$ cat config.mk
export PLATFORM = sky130hd
export DESIGN_NAME = contiguous_free_range_finder
export DESIGN_NICKNAME = d
export VERILOG_FILES = /design/src/rtl/core/crf_pkg.sv /design/src/rtl/core/contiguous_free_range_finder.sv
export SDC_FILE = /design/constraint.sdc
export NUM_CORES = 2
export LEC_CHECK = 0
export BUFFER_PORTS_ARGS = -buffer_cell sky130_fd_sc_hd__buf_2
export CAP_MARGIN = 5
export CORE_ASPECT_RATIO = 0.9
export CORE_MARGIN = 5
export CORE_UTILIZATION = 45
export DETAILED_ROUTE_END_ITERATION = 6
export GPL_TIMING_DRIVEN = 0
export PLACE_DENSITY_LB_ADDON = 0.12
export SYNTH_ARGS = -nofsm -noshare
export SYNTH_HDL_FRONTEND = slang
export SYNTH_SLANG_ARGS = --single-unit
export TNS_END_PERCENT = 20
$ cat constraint.sdc
create_clock -name aclk -period 30.6 [get_ports aclk]
set_input_delay 6.12 -clock aclk [delete_from_list [all_inputs] [get_ports aclk]]
set_output_delay 6.12 -clock aclk [all_outputs]
set_load 0.005 [all_outputs]
$ cat src/rtl/core/crf_pkg.sv
// Package for the contiguous free range finder: widths, register codes and stage types.
`timescale 1ns / 1ps

package crf_pkg;

    localparam int unsigned ADDR_W     = 64;
    localparam int unsigned PAGES_W    = 52;
    localparam int unsigned PAGE_SHIFT = 12;
    localparam int unsigned IN_DATA_W  = 120;  // base and pages, padded to whole bytes
    localparam int unsigned CFG_IDX_W  = 2;

    typedef logic [ADDR_W-1:0]  addr_t;
    typedef logic [PAGES_W-1:0] pages_t;

    // configuration register indexes
    typedef enum logic [CFG_IDX_W-1:0] {
        REG_WINDOW_LOW   = 2'd0,
        REG_WINDOW_HIGH  = 2'd1,
        REG_ALIGN_BYTES  = 2'd2,
        REG_WANTED_PAGES = 2'd3
    } cfg_reg_t;

    localparam addr_t ALIGN_RESET_M1     = addr_t'(4095);
    localparam addr_t WANTED_BYTES_RESET = addr_t'(4096);

    // entry after the window clip
    typedef struct packed {
        addr_t lo;
        addr_t hi;
        logic  in_win;
        logic  last;
    } span_t;

    // entry with its aligned start candidate
    typedef struct packed {
        addr_t lo;
        addr_t hi;
        addr_t cand;
        logic  take;
        logic  cand_ok;
        logic  last;
    } cand_t;

endpackage

$ cat src/rtl/core/contiguous_free_range_finder.sv
// Stages a, b, c and a result register; a request's result (if any) comes out on m_*.
// Throughput: one entry per cycle while m_tready does not stall; the run state update is a loop
// at the last stage (two compares, three subtracts, two compares against the wanted byte count).
// Entries that give no result still pass through all stages.
// Reset: aresetn is synchronous, active low; clears the pipeline, the run state and
// restores window 0/0, alignment 4096 and one wanted page.
`timescale 1ns / 1ps

module contiguous_free_range_finder (
    input  logic                              aclk,
    input  logic                              aresetn,
    // configuration
    input  logic                              cfg_we,
    input  logic [crf_pkg::CFG_IDX_W-1:0]     cfg_index,
    input  logic [crf_pkg::ADDR_W-1:0]        cfg_data,
    // frame entries
    input  logic                              s_tvalid,
    output logic                              s_tready,
    input  logic [crf_pkg::IN_DATA_W-1:0]     s_tdata,  // frame_base[63:0], frame_pages[115:64]
    input  logic                              s_tuser,  // frame_is_free
    input  logic                              s_tlast,  // last_entry
    // results
    output logic                              m_tvalid,
    input  logic                              m_tready,
    output logic [crf_pkg::ADDR_W-1:0]        m_tdata,  // claim_base[63:0]
    output logic                              m_tuser   // found
);

    // ---------------------------------------------------------------- config
    crf_pkg::addr_t window_low_reg;
    crf_pkg::addr_t window_high_reg;
    crf_pkg::addr_t align_m1_reg;
    logic           align_zero_reg;
    crf_pkg::addr_t wanted_bytes_reg;
    logic           wanted_zero_reg;

    always_ff @(posedge aclk) begin
        if (!aresetn) begin
            window_low_reg   <= '0;
            window_high_reg  <= '0;
            align_m1_reg     <= crf_pkg::ALIGN_RESET_M1;
            align_zero_reg   <= 1'b0;
            wanted_bytes_reg <= crf_pkg::WANTED_BYTES_RESET;
            wanted_zero_reg  <= 1'b0;
        end else if (cfg_we) begin
            unique case (crf_pkg::cfg_reg_t'(cfg_index))
                crf_pkg::REG_WINDOW_LOW:   window_low_reg  <= cfg_data;
                crf_pkg::REG_WINDOW_HIGH:  window_high_reg <= cfg_data;
                crf_pkg::REG_ALIGN_BYTES: begin
                    align_m1_reg   <= cfg_data - crf_pkg::addr_t'(1);
                    align_zero_reg <= (cfg_data == '0);
                end
                crf_pkg::REG_WANTED_PAGES: begin
                    wanted_bytes_reg <= {cfg_data[crf_pkg::PAGES_W-1:0],
                                         {crf_pkg::PAGE_SHIFT{1'b0}}};
                    wanted_zero_reg  <= (cfg_data[crf_pkg::PAGES_W-1:0] == '0);
                end
            endcase
        end
    end

    // ---------------------------------------------------------------- handshake
    logic a_valid_reg, b_valid_reg, c_valid_reg, m_tvalid_reg;
    logic out_free, fire_c, c_free, fire_b, b_free, fire_a, a_free;
    logic emit;

    assign out_free = !m_tvalid_reg || m_tready;
    assign fire_c   = c_valid_reg && out_free;
    assign c_free   = !c_valid_reg || fire_c;
    assign fire_b   = b_valid_reg && c_free;
    assign b_free   = !b_valid_reg || fire_b;
    assign fire_a   = a_valid_reg && b_free;
    assign a_free   = !a_valid_reg || fire_a;
    assign s_tready = a_free;

    // ---------------------------------------------------------------- stage a: input
    crf_pkg::addr_t  a_base_reg;
    crf_pkg::pages_t a_pages_reg;
    logic            a_free_reg;
    logic            a_last_reg;

    always_ff @(posedge aclk) begin
        if (!aresetn) begin
            a_valid_reg <= 1'b0;
        end else if (a_free) begin
            a_valid_reg <= s_tvalid;
        end
    end

    always_ff @(posedge aclk) begin
        if (s_tvalid && a_free) begin
            a_base_reg  <= s_tdata[crf_pkg::ADDR_W-1:0];
            a_pages_reg <= s_tdata[crf_pkg::ADDR_W +: crf_pkg::PAGES_W];
            a_free_reg  <= s_tuser;
            a_last_reg  <= s_tlast;
        end
    end

    // window clip
    crf_pkg::addr_t a_end;
    crf_pkg::span_t b_next;

    always_comb begin
        a_end         = a_base_reg + {a_pages_reg, {crf_pkg::PAGE_SHIFT{1'b0}}};
        b_next.lo     = (a_base_reg > window_low_reg) ? a_base_reg : window_low_reg;
        b_next.hi     = (a_end < window_high_reg) ? a_end : window_high_reg;
        b_next.in_win = a_free_reg && !(a_end <= window_low_reg
                                        || a_base_reg >= window_high_reg);
        b_next.last   = a_last_reg;
    end

    // ---------------------------------------------------------------- stage b: span
    crf_pkg::span_t b_reg;

    always_ff @(posedge aclk) begin
        if (!aresetn) begin
            b_valid_reg <= 1'b0;
        end else if (b_free) begin
            b_valid_reg <= a_valid_reg;
        end
    end

    always_ff @(posedge aclk) begin
        if (fire_a) begin
            b_reg <= b_next;
        end
    end

    // aligned start candidate; zero alignment leaves lo untouched
    crf_pkg::cand_t c_next;
    crf_pkg::addr_t b_round;

    always_comb begin
        b_round        = (b_reg.lo + align_m1_reg) & ~align_m1_reg;
        c_next.lo      = b_reg.lo;
        c_next.hi      = b_reg.hi;
        c_next.cand    = align_zero_reg ? b_reg.lo : b_round;
        c_next.take    = b_reg.in_win && (b_reg.hi > b_reg.lo);
        c_next.cand_ok = c_next.cand < b_reg.hi;
        c_next.last    = b_reg.last;
    end

    // ---------------------------------------------------------------- stage c: run state
    crf_pkg::cand_t c_reg;

    always_ff @(posedge aclk) begin
        if (!aresetn) begin
            c_valid_reg <= 1'b0;
        end else if (c_free) begin
            c_valid_reg <= b_valid_reg;
        end
    end

    always_ff @(posedge aclk) begin
        if (fire_b) begin
            c_reg <= c_next;
        end
    end

    crf_pkg::addr_t run_start_reg, run_start_next;
    crf_pkg::addr_t run_stop_reg, run_stop_next;
    logic           run_open_reg, run_open_next;
    logic           answered_reg, answered_next;

    logic           restart;
    logic           ext_hi;
    logic           new_fit;
    logic           ext_fit;
    logic           match;
    crf_pkg::addr_t claim;
    crf_pkg::addr_t d_new, d_hi, d_stop;

    always_comb begin
        restart = !run_open_reg || (c_reg.lo > run_stop_reg);
        ext_hi  = c_reg.hi > run_stop_reg;
        d_new   = c_reg.hi - c_reg.cand;
        d_hi    = c_reg.hi - run_start_reg;
        d_stop  = run_stop_reg - run_start_reg;
        new_fit = d_new >= wanted_bytes_reg;
        ext_fit = (ext_hi ? d_hi : d_stop) >= wanted_bytes_reg;
        claim   = restart ? c_reg.cand : run_start_reg;

        run_start_next = run_start_reg;
        run_stop_next  = run_stop_reg;
        run_open_next  = run_open_reg;
        answered_next  = answered_reg;
        match          = 1'b0;
        emit           = 1'b0;

        if (answered_reg) begin
            if (c_reg.last) begin
                answered_next = 1'b0;
            end
        end else begin
            if (c_reg.take) begin
                if (restart) begin
                    if (!c_reg.cand_ok) begin
                        run_open_next = 1'b0;
                    end else begin
                        run_start_next = c_reg.cand;
                        run_stop_next  = c_reg.hi;
                        run_open_next  = 1'b1;
                        match          = new_fit && !wanted_zero_reg;
                    end
                end else begin
                    if (ext_hi) begin
                        run_stop_next = c_reg.hi;
                    end
                    match = ext_fit && !wanted_zero_reg;
                end
            end
            emit = match || c_reg.last;
            if (match && !c_reg.last) begin
                answered_next = 1'b1;
            end
        end

        // end of search wipes the run
        if (c_reg.last) begin
            run_start_next = '0;
            run_stop_next  = '0;
            run_open_next  = 1'b0;
            answered_next  = 1'b0;
        end
    end

    always_ff @(posedge aclk) begin
        if (!aresetn) begin
            run_start_reg <= '0;
            run_stop_reg  <= '0;
            run_open_reg  <= 1'b0;
            answered_reg  <= 1'b0;
        end else if (fire_c) begin
            run_start_reg <= run_start_next;
            run_stop_reg  <= run_stop_next;
            run_open_reg  <= run_open_next;
            answered_reg  <= answered_next;
        end
    end

    // ---------------------------------------------------------------- result register
    crf_pkg::addr_t m_base_reg;
    logic           m_found_reg;

    always_ff @(posedge aclk) begin
        if (!aresetn) begin
            m_tvalid_reg <= 1'b0;
        end else if (fire_c && emit) begin
            m_tvalid_reg <= 1'b1;
        end else if (m_tready) begin
            m_tvalid_reg <= 1'b0;
        end
    end

    always_ff @(posedge aclk) begin
        if (fire_c && emit) begin
            m_found_reg <= match;
            m_base_reg  <= match ? claim : '0;
        end
    end

    assign m_tvalid = m_tvalid_reg;
    assign m_tdata  = m_base_reg;
    assign m_tuser  = m_found_reg;

`ifndef SYNTH
    a_reset_idle: assert property (@(posedge aclk)
        !aresetn |=> !m_tvalid_reg)
        else $error("result valid right after reset");

    a_not_found_zero: assert property (@(posedge aclk) disable iff (!aresetn)
        (m_tvalid_reg && !m_found_reg) |-> (m_base_reg == '0))
        else $error("not-found result carries a nonzero base");

    a_open_run_nonempty: assert property (@(posedge aclk) disable iff (!aresetn)
        run_open_reg |-> (run_stop_reg > run_start_reg))
        else $error("open run has no bytes");

    a_answer_latched: assert property (@(posedge aclk) disable iff (!aresetn)
        (fire_c && match && !c_reg.last) |=> answered_reg)
        else $error("found result did not close the search");

    a_answered_silent: assert property (@(posedge aclk) disable iff (!aresetn)
        (fire_c && answered_reg) |-> !emit)
        else $error("answered search produced another result");
`endif

endmodule

==> flow_summary.ini <==
[status]
outcome = finished clean

[critical_path]
r2r-end = m_tdata[60]
cp-start-kind = register
critPathSlowestCell = nor4_1
cp_slowest_stage_delay_ns = 0.99
cp_num_buf_inv = 6
reg2reg_from = c_reg[130]
cp_max_fo = 10
reg2reg_depth = 37
crit_type = reg2reg
rrSetupSlack_ns = 16.36
required_ns = 31.01
crit_arrival_ns = 14.65
cp_common_cell = clkbuf_1
end_kind = register
path_delay_family = compound AO/OA/AOI/OAI gates

[timing]
holdWs_ns = 0.4275
finalCriticalPeriod_ns = 14.24
timing.fmax_ghz = 0.07023
relSlewSlack_pct = 4.422
drv_slew = 0
period_share_pct = 46.54
fin_ws_ns = 16.36
tightest_slew_ns = 1.398
setup_viol = 0
tns_ns = 0
rsz0062_at_grt = false
hold_violations = 0
finalClockSkew_ns = 0.03078

[clock_tree]
cts-buffers-inserted = 95
cts_setup_buffers = 0
clock-sinks = 888
clockRootBuffer = clkbuf_16
post_cts_resized = 0
cts_max_path_buffers = 3
clk_pin_slew_ns = 0.06
htreeDepth = 3
cts_hold_buf = 0
cts_tree = yes
clk_latency_ns = 0.73

[power]
p_sw_mw = 1.078
comb_power_share_pct = 24.5
switching_share_pct = 31.53
p_per_area_nw_per_um2 = 50.06
power.internal_mw = 2.339
clockPowerShare_pct = 34.5
seqPwrFrac_pct = 41.0
vdd_drop_max_mv = 0.04976
p_leak_nw = 27.11

[finish]
multiInputGateArea_um2 = 35320
largest_reg_flops = 195
nNetsFinal = 7970
area_growth_pct = 11.53
final_cells = 8850
regArea_um2 = 22860
fillerInstances = 12780
layout_common_cells = ha_1 (831), nand2_1 (661), a21oi_1 (639), inv_1 (568), edfxtp_1 (508)
layout-drive-gt1-share_pct = 8.630
final_common_cell = ha_1

[routing]
detail-route-antenna-nets = 0
wl_per_cell_um = 23.40
drc = 0
vias = 51110
viasPerCell = 5.775
wl_um = 207100
drt_iter0_drc = 4497
first_pass_iters = 6

[synth]
synthFlopType = edfxtp_1
ys_ff_latch = 888
syn_nets = 7617
synth_cell_types = 87
synth.yosys.seq_area_share_pct = 37.36
synth_area_per_cell_um2 = 9.288
netlist_instances = 6589
syn-cell-area_um2 = 61200
yosysWarnings = 0
synth-edff-count = 508
synthArstFlopShare_pct = 0

[floorplanning]
die_y_um = 359.9
initial_core_util_pct = 45.28
core_area_um2 = 135200
rows = 128
boundaryPins = 260
fp.dieW_um = 398.7
die_area_um2 = 143500

[placement]
place_congestion = 0.9514
dp_slack_ns = 15.72
numPortBuffers = 238
place_hpwl_um = 174000
dp_cells = 8664

[worst_hold_path]
whs_endpoint = b_reg[0]
hold_start = a_last_reg
min_path_type = reg2reg
hold_depth = 0

[global_route]
grt_first_pass_wirelength_um = 303200
first_global_vias = 48670
grt_start_max_net_pins = 72
grt_util_all_layers_pct = 27.94
antenna_found_initial = 9
grt_overflow = 0

[run]
maxCapViolCount = 0
-- cell type report --
cell class | instances | area share (%)
repair buffers | 256 | 2.240
diodes | 8 | 0.02933
flip-flops and latches | 888 | 33.50
multi-input cells | 4884 | 51.74
clock buffers | 124 | 3.851
inverters | 569 | 3.129
well taps | 1820 | 3.336
plain buffers | 248 | 1.384
clock inverters | 53 | 0.7919
-- through the flow --
step           instance area [um^2]  utilization, %  power (mW)
4_1_cts                       68220           50.47       3.428
2_1_floorplan                 61200               -       1.975
5_1_grt                       68250           50.49       3.588
3_5_place_dp                  65050           48.12       2.247
3_3_place_gp                  64670           47.84       2.235
6_report                      68250           50.50       3.417
-- cell usage after synthesis, types with 58 or more instances --
master | instances | area [um^2]
ha_1 | 831 | 10400
nand2_1 | 661 | 2481
a21oi_1 | 639 | 3198
inv_1 | 568 | 2132
edfxtp_1 | 508 | 15250
dfxtp_1 | 380 | 7607
a21o_1 | 349 | 2620
o21ai_0 | 342 | 1712
nor2_1 | 318 | 1194
clkbuf_1 | 226 | 848.3
nand4_1 | 173 | 1082
xnor2_1 | 158 | 1384
mux2_2 | 147 | 1655
xor2_1 | 93 | 814.5
nand3_1 | 88 | 440.4
nor2b_1 | 82 | 513.0
nor3_1 | 78 | 390.4
mux2i_1 | 73 | 730.7
o31ai_1 | 72 | 540.5
a22o_1 | 68 | 595.6
nand4b_1 | 66 | 578.1
a211oi_1 | 62 | 465.5
o21a_1 | 60 | 450.4
nand2b_1 | 58 | 362.9
-- cells by family (layout without fill, tap and decap cells) --
| group | after synthesis | after routing | share of synthesized area [%] |
|---|---|---|---|
| adders and majority gates | 835 | 835 | 17.12 |
| and+or+nand+nor | 1719 | 1719 | 13.78 |
| other | 0 | 8 | 0 |
| DFF | 888 | 888 | 37.36 |
| muxes | 220 | 220 | 3.899 |
| AOI/OAI and AO/OA | 1859 | 1859 | 19.21 |
| xor gates and xnor gates | 251 | 251 | 3.592 |
| buffers and inverters | 817 | 1250 | 5.034 |
-- power by group through the flow --
stage / clock, mW / sequential (mW) / combinational, mW
finish: 1.18 / 1.40 / 0.837
global route: 1.25 / 1.41 / 0.935
CTS: 1.20 / 1.40 / 0.828
detailed placement: 0 / 1.42 / 0.823
global placement: 0 / 1.43 / 0.802
floorplan: 0 / 1.39 / 0.584
-- metal layers --
metal / GRT usage (%) / share of wire, % / vias up
li1: - / - / 24860
met3: 3.422 / 6.4 / 275
met2: 41.13 / 41 / 1763
met4: 9.345 / 3.7 / 0
met1: 42.28 / 49 / 24210
met5: 0 / 0 / -
-- how the worst max path moves through the flow --
| stage | startpoint | end | slack, ns | cells after the start |
|---|---|---|---|---|
| 6_report | c_reg[130] | m_tdata[60] | 16.36 | 37 |
| 4_1_cts | c_reg[130] | m_tdata[60] | 15.64 | 37 |
| 3_5_place_dp | c_reg[130] | m_tdata[60] | 15.72 | 37 |
| 3_3_place_gp | m_tready | c_reg[10] | 2.92 | 3 |
| 2_1_floorplan | m_tready | c_reg[0] | 9.33 | 2 |
| 5_1_grt | c_reg[130] | m_tdata[1] | 15.62 | 37 |
Note: power is estimated with default switching activity, not from simulation.
